===== src/design/stt_pkg.sv =====
`timescale 1ns / 1ps
`default_nettype none

package stt_pkg;

    // Series length limit and the counters that follow from it.
    localparam int MAX_TERMS = 16;
    localparam int TERMS_W   = $clog2(MAX_TERMS + 1);
    localparam int TERMS_CAP = (MAX_TERMS > 31) ? 31 : MAX_TERMS;
    localparam int TERMS_OUT_W = 5;

    // Largest divisor n*(n-1), reached for n = 2*MAX_TERMS - 1.
    localparam int M_MAX = (2 * MAX_TERMS - 1) * (2 * MAX_TERMS - 2);
    localparam int M_W   = $clog2(M_MAX + 1);

    // Field widths.
    localparam int ANG_W  = 32;
    localparam int TOL_W  = 31;
    localparam int SINE_W = 32;

    // Internal widths: reduced magnitude, x^2, term magnitude, product, sum.
    localparam int RED_W  = 41;
    localparam int AX_W   = 31;
    localparam int X2_W   = 33;
    localparam int TMAG_W = 32;
    localparam int PROD_W = TMAG_W + X2_W;
    localparam int RND_W  = PROD_W + 1;
    localparam int SUM_W  = 36;

    // Divider: a 40-bit dividend retired eight quotient bits per cycle.
    localparam int DIV_W      = 40;
    localparam int DIV_STEPS  = 8;
    localparam int DIV_CHUNKS = DIV_W / DIV_STEPS;
    localparam int CHUNK_W    = $clog2(DIV_CHUNKS);

    // Range reduction walks 2*pi shifted left by this much down to zero.
    localparam int RED_SHIFT_MAX = 8;
    localparam int RED_K_W       = 4;

    localparam logic [31:0] Q29_PI     = 32'd1686629713;
    localparam logic [31:0] Q29_TWO_PI = 32'd3373259426;
    localparam logic [TOL_W-1:0] TOL_RESET = 31'd1074;

    typedef enum logic [10:0] {
        ST_IDLE   = 11'b000_0000_0001,
        ST_REDUCE = 11'b000_0000_0010,
        ST_FOLD   = 11'b000_0000_0100,
        ST_SQUARE = 11'b000_0000_1000,
        ST_X2     = 11'b000_0001_0000,
        ST_TEST   = 11'b000_0010_0000,
        ST_MUL    = 11'b000_0100_0000,
        ST_RND    = 11'b000_1000_0000,
        ST_DIV    = 11'b001_0000_0000,
        ST_ACC    = 11'b010_0000_0000,
        ST_DONE   = 11'b100_0000_0000
    } state_t;

endpackage

`default_nettype wire


===== src/design/sine_taylor_to_tolerance.sv =====
`timescale 1ns / 1ps
`default_nettype none

// Channel   Direction  Width  Contents
// s_        in         32     tdata: angle, signed Q12.20 radians
// m_        out        40+1   tdata: sine Q3.29, terms_used; tuser: capped
// cfg_      in         31     tolerance, unsigned Q1.30
//
// An angle passes range reduction, the fold and the squaring, then one round of
// test, multiply, round, divide and accumulate per term; each term uses the shared
// multiplier and the divider that retires eight quotient bits per cycle.
// Reset (aresetn, synchronous, active low) empties the block and restores the
// tolerance to 1074. s_tready is high only while the sequencer is idle; a
// result that waits for m_tready does not stop the next angle from entering.
module sine_taylor_to_tolerance (
    input  wire                             aclk,
    input  wire                             aresetn,
    input  wire                             s_tvalid,
    output logic                            s_tready,
    input  wire  [stt_pkg::ANG_W-1:0]       s_tdata,   // [31:0] angle
    output logic                            m_tvalid,
    input  wire                             m_tready,
    output logic [39:0]                     m_tdata,   // [31:0] sine, [36:32] terms_used
    output logic [0:0]                      m_tuser,   // [0] capped
    input  wire                             cfg_valid,
    output logic                            cfg_ready,
    input  wire  [stt_pkg::TOL_W-1:0]       cfg_data   // [30:0] tolerance
);
    import stt_pkg::*;

    state_t state_reg, state_next;

    logic [TOL_W-1:0]   tol_reg, tol_next;
    logic [RED_W-1:0]   red_reg, red_next;
    logic [RED_K_W-1:0] red_k_reg, red_k_next;
    logic               neg_reg, neg_next;
    logic [AX_W-1:0]    ax_reg, ax_next;
    logic [X2_W-1:0]    x2_reg, x2_next;
    logic [TMAG_W-1:0]  tmag_reg, tmag_next;
    logic [PROD_W-1:0]  prod_reg, prod_next;
    logic [SUM_W-1:0]   sum_reg, sum_next;
    logic [TERMS_W-1:0] terms_reg, terms_next;
    logic [M_W-1:0]     m_reg, m_next;
    logic [DIV_W-1:0]   div_reg, div_next;
    logic [M_W-1:0]     rem_reg, rem_next;
    logic [CHUNK_W-1:0] chunk_reg, chunk_next;
    logic               capped_reg, capped_next;

    logic                   out_valid_reg, out_valid_next;
    logic [SINE_W-1:0]      out_sine_reg, out_sine_next;
    logic [TERMS_OUT_W-1:0] out_terms_reg, out_terms_next;
    logic                   out_capped_reg, out_capped_next;

    // Shared multiplier and its operand selection.
    logic [TMAG_W-1:0] mul_a;
    logic [X2_W-1:0]   mul_b;
    logic [PROD_W-1:0] mul_p;

    logic [ANG_W:0]     ang_ext;
    logic [ANG_W:0]     ang_mag;
    logic [RED_W-1:0]   red_sub;
    logic [RND_W-1:0]   rnd_sum;
    logic [DIV_W-1:0]   div_q;
    logic [M_W-1:0]     div_rem;
    logic [TMAG_W:0]    tmag_x2;
    logic               tol_met;
    logic               accept;
    logic [SUM_W-1:0]   sum_init;
    logic [SINE_W-1:0]  sine_sat;
    logic [TERMS_OUT_W-1:0] terms_sat;

    assign accept    = s_tvalid && s_tready;
    assign s_tready  = (state_reg == ST_IDLE);
    assign cfg_ready = 1'b1;

    assign m_tvalid = out_valid_reg;
    assign m_tdata  = {3'b000, out_terms_reg, out_sine_reg};
    assign m_tuser  = out_capped_reg;

    // The multiplier squares the reduced angle once, then forms |term| * x^2.
    always_comb begin
        if (state_reg == ST_SQUARE) begin
            mul_a = TMAG_W'(ax_reg);
            mul_b = X2_W'(ax_reg);
        end else begin
            mul_a = tmag_reg;
            mul_b = x2_reg;
        end
        mul_p = PROD_W'(mul_a) * PROD_W'(mul_b);
    end

    // Round half up after the Q.29 rescale. For a series term the bias is
    // half of n*(n-1)*2^29, which lets the following divide be by n*(n-1).
    always_comb begin
        if (state_reg == ST_X2) begin
            rnd_sum = RND_W'(prod_reg) + (RND_W'(1) << 28);
        end else begin
            rnd_sum = RND_W'(prod_reg) + (RND_W'(m_reg) << 28);
        end
    end

    // Eight restoring steps of the quotient per cycle, remainder below m.
    always_comb begin
        logic [M_W:0] rem_w;
        div_q   = div_reg;
        div_rem = rem_reg;
        for (int i = 0; i < DIV_STEPS; i++) begin
            rem_w = {div_rem, div_q[DIV_W-1]};
            div_q = {div_q[DIV_W-2:0], 1'b0};
            if (rem_w >= {1'b0, m_reg}) begin
                rem_w    = rem_w - {1'b0, m_reg};
                div_q[0] = 1'b1;
            end
            div_rem = rem_w[M_W-1:0];
        end
    end

    assign ang_ext = {s_tdata[ANG_W-1], s_tdata};
    assign ang_mag = s_tdata[ANG_W-1] ? (~ang_ext + (ANG_W+1)'(1)) : ang_ext;
    assign red_sub = RED_W'(Q29_TWO_PI) << red_k_reg;

    // The series stops once the term magnitude is within tolerance (the Q.29 term is doubled to the Q.30 scale).
    assign tmag_x2 = {tmag_reg, 1'b0};
    assign tol_met = (tmag_x2 <= (TMAG_W+1)'(tol_reg));

    assign sum_init = neg_reg ? (SUM_W'(0) - SUM_W'(ax_reg)) : SUM_W'(ax_reg);

    // Clamp the accumulator and the term count to their output fields.
    always_comb begin
        if ($signed(sum_reg) > $signed(SUM_W'(32'h7FFF_FFFF))) begin
            sine_sat = 32'h7FFF_FFFF;
        end else if ($signed(sum_reg) < -$signed(SUM_W'(33'h0_8000_0000))) begin
            sine_sat = 32'h8000_0000;
        end else begin
            sine_sat = sum_reg[SINE_W-1:0];
        end
        if (terms_reg > TERMS_W'(TERMS_CAP)) begin
            terms_sat = TERMS_OUT_W'(TERMS_CAP);
        end else begin
            terms_sat = TERMS_OUT_W'(terms_reg);
        end
    end

    always_comb begin
        state_next      = state_reg;
        tol_next        = tol_reg;
        red_next        = red_reg;
        red_k_next      = red_k_reg;
        neg_next        = neg_reg;
        ax_next         = ax_reg;
        x2_next         = x2_reg;
        tmag_next       = tmag_reg;
        prod_next       = prod_reg;
        sum_next        = sum_reg;
        terms_next      = terms_reg;
        m_next          = m_reg;
        div_next        = div_reg;
        rem_next        = rem_reg;
        chunk_next      = chunk_reg;
        capped_next     = capped_reg;
        out_valid_next  = out_valid_reg;
        out_sine_next   = out_sine_reg;
        out_terms_next  = out_terms_reg;
        out_capped_next = out_capped_reg;

        if (cfg_valid && cfg_ready) begin
            tol_next = cfg_data;
        end

        if (out_valid_reg && m_tready) begin
            out_valid_next = 1'b0;
        end

        case (state_reg)
            ST_IDLE: begin
                if (accept) begin
                    // |angle| in Q.29; the sign is kept apart.
                    red_next   = {ang_mag[ANG_W-1:0], 9'b0};
                    neg_next   = s_tdata[ANG_W-1];
                    red_k_next = RED_K_W'(RED_SHIFT_MAX);
                    state_next = ST_REDUCE;
                end
            end
            ST_REDUCE: begin
                // One quotient bit of the remainder by 2*pi per cycle.
                if (red_reg >= red_sub) begin
                    red_next = red_reg - red_sub;
                end
                red_k_next = red_k_reg - RED_K_W'(1);
                if (red_k_reg == '0) begin
                    state_next = ST_FOLD;
                end
            end
            ST_FOLD: begin
                // Beyond pi in either direction the angle wraps by 2*pi,
                // which flips its sign and leaves 2*pi minus the magnitude.
                if (red_reg > RED_W'(Q29_PI)) begin
                    ax_next  = AX_W'(RED_W'(Q29_TWO_PI) - red_reg);
                    neg_next = !neg_reg;
                end else begin
                    ax_next = red_reg[AX_W-1:0];
                end
                state_next = ST_SQUARE;
            end
            ST_SQUARE: begin
                prod_next  = mul_p;
                state_next = ST_X2;
            end
            ST_X2: begin
                x2_next     = rnd_sum[X2_W+28:29];
                tmag_next   = TMAG_W'(ax_reg);
                sum_next    = sum_init;
                terms_next  = TERMS_W'(1);
                m_next      = '0;
                capped_next = 1'b0;
                state_next  = ST_TEST;
            end
            ST_TEST: begin
                if (tol_met) begin
                    state_next = ST_DONE;
                end else if (terms_reg >= TERMS_W'(MAX_TERMS)) begin
                    capped_next = 1'b1;
                    state_next  = ST_DONE;
                end else begin
                    // n steps by two: n*(n-1) grows by 8*terms - 2.
                    m_next     = m_reg + (M_W'(terms_reg) << 3) - M_W'(2);
                    state_next = ST_MUL;
                end
            end
            ST_MUL: begin
                prod_next  = mul_p;
                state_next = ST_RND;
            end
            ST_RND: begin
                div_next   = DIV_W'(rnd_sum[RND_W-1:29]);
                rem_next   = '0;
                chunk_next = CHUNK_W'(DIV_CHUNKS - 1);
                state_next = ST_DIV;
            end
            ST_DIV: begin
                div_next   = div_q;
                rem_next   = div_rem;
                chunk_next = chunk_reg - CHUNK_W'(1);
                if (chunk_reg == '0) begin
                    state_next = ST_ACC;
                end
            end
            ST_ACC: begin
                tmag_next  = div_reg[TMAG_W-1:0];
                neg_next   = !neg_reg;
                if (!neg_reg) begin
                    sum_next = sum_reg - SUM_W'(div_reg[TMAG_W-1:0]);
                end else begin
                    sum_next = sum_reg + SUM_W'(div_reg[TMAG_W-1:0]);
                end
                terms_next = terms_reg + TERMS_W'(1);
                state_next = ST_TEST;
            end
            ST_DONE: begin
                // Hand the result to the output register once it is free.
                if (!out_valid_reg || m_tready) begin
                    out_valid_next  = 1'b1;
                    out_sine_next   = sine_sat;
                    out_terms_next  = terms_sat;
                    out_capped_next = capped_reg;
                    state_next      = ST_IDLE;
                end
            end
            default: begin
                state_next = ST_IDLE;
            end
        endcase
    end

    always_ff @(posedge aclk) begin
        if (!aresetn) begin
            state_reg     <= ST_IDLE;
            tol_reg       <= TOL_RESET;
            out_valid_reg <= 1'b0;
        end else begin
            state_reg     <= state_next;
            tol_reg       <= tol_next;
            out_valid_reg <= out_valid_next;
        end
    end

    always_ff @(posedge aclk) begin
        red_reg        <= red_next;
        red_k_reg      <= red_k_next;
        neg_reg        <= neg_next;
        ax_reg         <= ax_next;
        x2_reg         <= x2_next;
        tmag_reg       <= tmag_next;
        prod_reg       <= prod_next;
        sum_reg        <= sum_next;
        terms_reg      <= terms_next;
        m_reg          <= m_next;
        div_reg        <= div_next;
        rem_reg        <= rem_next;
        chunk_reg      <= chunk_next;
        capped_reg     <= capped_next;
        out_sine_reg   <= out_sine_next;
        out_terms_reg  <= out_terms_next;
        out_capped_reg <= out_capped_next;
    end

`ifndef SYNTHESIS
    // An accepted angle keeps the input closed on the following cycle.
    a_busy_after_accept: assert property (@(posedge aclk) disable iff (!aresetn)
        s_tvalid && s_tready |=> !s_tready)
        else $error("input stayed open after an angle was accepted");

    // The folded angle never exceeds pi when it reaches the multiplier.
    a_reduced_range: assert property (@(posedge aclk) disable iff (!aresetn)
        (state_reg == ST_SQUARE) |-> (ax_reg <= AX_W'(Q29_PI)))
        else $error("reduced angle outside [-pi, pi]");

    // A capped result always reports the full term count.
    a_capped_terms: assert property (@(posedge aclk) disable iff (!aresetn)
        m_tvalid && m_tuser[0] |-> (out_terms_reg == TERMS_OUT_W'(TERMS_CAP)))
        else $error("capped result with a short term count");

    // A new result word appears only when the sequencer finishes an angle.
    a_result_source: assert property (@(posedge aclk) disable iff (!aresetn)
        $rose(m_tvalid) |-> $past(state_reg == ST_DONE))
        else $error("result word raised outside the done step");
`endif

endmodule

`default_nettype wire

===== config.mk =====
export PLATFORM = sky130hd
export DESIGN_NAME = sine_taylor_to_tolerance
export DESIGN_NICKNAME = d
export VERILOG_FILES = /design/src/design/stt_pkg.sv /design/src/design/sine_taylor_to_tolerance.sv
export SDC_FILE = /design/constraint.sdc
export NUM_CORES = 2
export LEC_CHECK = 0
export BUFFER_PORTS_ARGS = -buffer_cell sky130_fd_sc_hd__buf_4
export CAP_MARGIN = 30
export CORE_ASPECT_RATIO = 1.75
export CORE_MARGIN = 3
export CORE_UTILIZATION = 50
export CTS_BUF_LIST = sky130_fd_sc_hd__clkbuf_2
export CTS_CLUSTER_SIZE = 28
export DETAILED_ROUTE_END_ITERATION = 10
export HOLD_SLACK_MARGIN = 0.03
export MAX_ROUTING_LAYER = met4
export PLACE_DENSITY = 0.66
export SETUP_SLACK_MARGIN = 0.02
export SKIP_CTS_REPAIR_TIMING = 1
export SLEW_MARGIN = 20
export SYNTH_ARGS = -nofsm -noshare
export SYNTH_HDL_FRONTEND = slang
export SYNTH_SLANG_ARGS = --single-unit

===== constraint.sdc =====
create_clock -name aclk -period 45.9 [get_ports aclk]
set_clock_uncertainty 0.15 [all_clocks]
set_input_delay 2.295 -clock aclk [delete_from_list [all_inputs] [get_ports aclk]]
set_output_delay 2.295 -clock aclk [all_outputs]
set_load 0.05 [all_outputs]

==> results.cfg <==
[sta]
fmax_mhz = 44.73
tightest_slew_ns = 1.135
hold_viol = 0
rsz0062_at_grt = false
slew_violations = 0
tns_ns = 0
finalSetupViolations = 0
fin_crit_ns = 22.36
slew_headroom_pct = 23.79
fin_crit_sh_pct = 48.71

[worst_setup_path]
crit_buf_inv = 4
startpoint_type = flop
critical-path-top-delay-family = compound AO/OA/AOI/OAI gates
rr_startpoint = m_reg[4]
path_class = flop to flop
path_max_fanout = 17
critPathLaunch = m_reg[4]
crit_arrival_ns = 23.19
crit_top_cell = o21ai_0
critPathRequiredTime_ns = 46.74
worst_setup_path_end_kind = flop
worst_path_max_delay_cell = a32o_1
slowest_delay_ns = 0.59

[place]
port_buffers = 107
placed_area_um2 = 61740
place_congestion = 1.055
dp.final_hpwl_um = 177300

[drt]
drt_iter0_drc = 3320
drtPass1Iterations = 5
num_vias = 48400
ant_nets = 0
wl_per_cell_um = 26.93
viasPerCell = 5.825
post-route-drc-count = 0
finalWirelength_um = 223700

[outcome]
status = complete, no violations

[grt]
grt_max_degree = 76
grt_pass1_wl_um = 329900
globalRouteOverflowTotal = 0
grt_pass1_vias = 52210
track_usage_pct = 38.38
antenna_found_initial = 11

[clock_tree]
cts_tree = yes
insertion_delay_ns = 1.39
ctsHtreeMaxLevel = 3
path_clk_slew_ns = 0.11
cts.sinks = 362
cts_buffer_depth = 3
cts-root-buf = clkbuf_2
cts_buffers = 91

[synth]
yosysWarnings = 0
synth-edff-count = 319
yosysSeqAreaShare_pct = 17.68
netlist_area_um2 = 59060
synth_seq_cells = 362
synth.distinct_cells = 91
syn_inst = 6659
synth_area_per_cell_um2 = 8.869
async_reset_ff_share_pct = 0
ys.flop_type = edfxtp_1

[worst_hold_path]
hp-class = flop to flop
worstHoldStart = capped_reg

[die]
initial_utilization_pct = 50.42
coreArea_um2 = 117100
die_x_um = 265.8
io_pins = 112
dieHeight_um = 460.7
fp-row-count = 166
dieArea_um2 = 122400

[power_and_ir_drop]
power_density_nw_per_um2 = 17.12
p_leak_uw = 0.03034
peakVddDrop_v = 0.00002309

[layout]
design_area_um2 = 62870
fillers = 11150
final_cell_mix = 1,253 x nand2_1, 1,093 x inv_1, 936 x fa_1
area_growth_pct = 6.449
layout.nets = 8189
drive_above_1_share_pct = 7.001
final_common_cell = nand2_1

[job]
cap_viol_max_count = 0
worst register-to-register path: cells and delay by family, from the launching register on:
family	cells	cell delay, ns
compound gates	42	10.96
fa+ha+maj	8	2.71
buf+inv	4	0.60
flops	1	0.34
mux	5	2.11
simple gates	22	5.24
path summary, 6_finish.rpt:
kind / end / slack (ns) / depth (start not counted)
min reg2reg: m_tuser / 0.33 / 0
min: m_tuser / 0.33 / 0
max: rem_reg[5] / 23.54 / 81
max reg2reg: rem_reg[5] / 23.54 / 81
where the power goes:
| part | total (µW) | switching (µW) | internal, µW |
|---|---|---|---|
| Clock | 278 | 161 | 117 |
| Combinational | 415 | 244 | 171 |
| Sequential | 384 | 11.1 | 373 |
kinds of logic after synthesis:
kind of cell	count (synthesis)	share of synthesized area [%]
simple gates	2295	16.78
fa+ha+maj	1411	41.78
buf+inv	1374	8.775
compound gates	831	9.004
flops	362	17.68
xor+xnor	308	4.567
mux	76	1.396
other cells	2	0.01272
metrics by stage:
| stage | cells | setup slack [ns] | util, % | hold slack (ns) | total power (µW) |
|---|---|---|---|---|---|
| after detailed placement | 8125 | 23.28 | 52.70 | 0.2852 | 800.3 |
| after floorplan | 6669 | 27.58 | - | 0.2503 | 692.2 |
| after CTS | 8292 | 23.23 | 53.58 | 0.3417 | 1084 |
| final | 8308 | 23.54 | 53.67 | 0.3327 | 1077 |
| after global routing | 8308 | 21.56 | 53.67 | 0.3468 | 1146 |
| after global placement | 8122 | 23.31 | 52.65 | 0.3076 | 798.3 |
cell type report:
type | instances | area (µm²) | share of cell area, %
multi-input cells | 4933 | 43600 | 69.35
flip-flops and latches | 362 | 10440 | 16.61
inverters | 1095 | 4110 | 6.538
well taps | 1512 | 1892 | 3.009
repair buffers | 228 | 1774 | 2.822
clock buffers | 124 | 620.6 | 0.9871
clock inverters | 43 | 406.6 | 0.6468
diodes | 11 | 27.53 | 0.04378
cell usage after synthesis, drive strengths merged, types with 6 or more instances:
master	n	area (µm²)
nand2	1268	4760
inv	1094	4106
fa	936	18740
nor2	486	1824
ha	474	5931
edfxtp	319	9579
a21oi	254	1275
clkbuf	252	945.9
xnor2	197	1725
o21ai	174	870.8
xor2	111	972.2
a21o	104	780.8
and3	101	631.9
nand3	72	360.4
and2	65	406.6
nor3	65	330.3
o21a	58	436.7
nand2b	54	337.8
dfxtp	43	860.8
mux2i	41	422.9
nand4	40	256.5
nor2b	37	231.5
mux2	35	401.6
buf	27	126.4
o21bai	26	195.2
o31ai	26	195.2
a31oi	23	143.9
o211ai	22	170.2
a21boi	21	157.7
or3	20	125.1
nor4	18	112.6
or2	17	106.4
a211oi	16	125.1
or4	15	112.6
a211o	14	122.6
o41ai	10	87.58
nor3b	9	67.56
a221o	8	80.08
a31o	7	61.31
and4	7	61.31
nand4b	7	61.31
a2111oi	6	52.55
o22ai	6	37.54
layer usage:
layer  vias to the layer above  share of wire (%)  GRT usage (%)
li1                      21340                  -              -
met1                     24180                 33          37.55
met2                      1962                 50          65.14
met3                       910                5.5          5.763
met4                         0                 12          35.63
met5                         -                  0              -
Note: power is estimated with default switching activity, not from simulation.
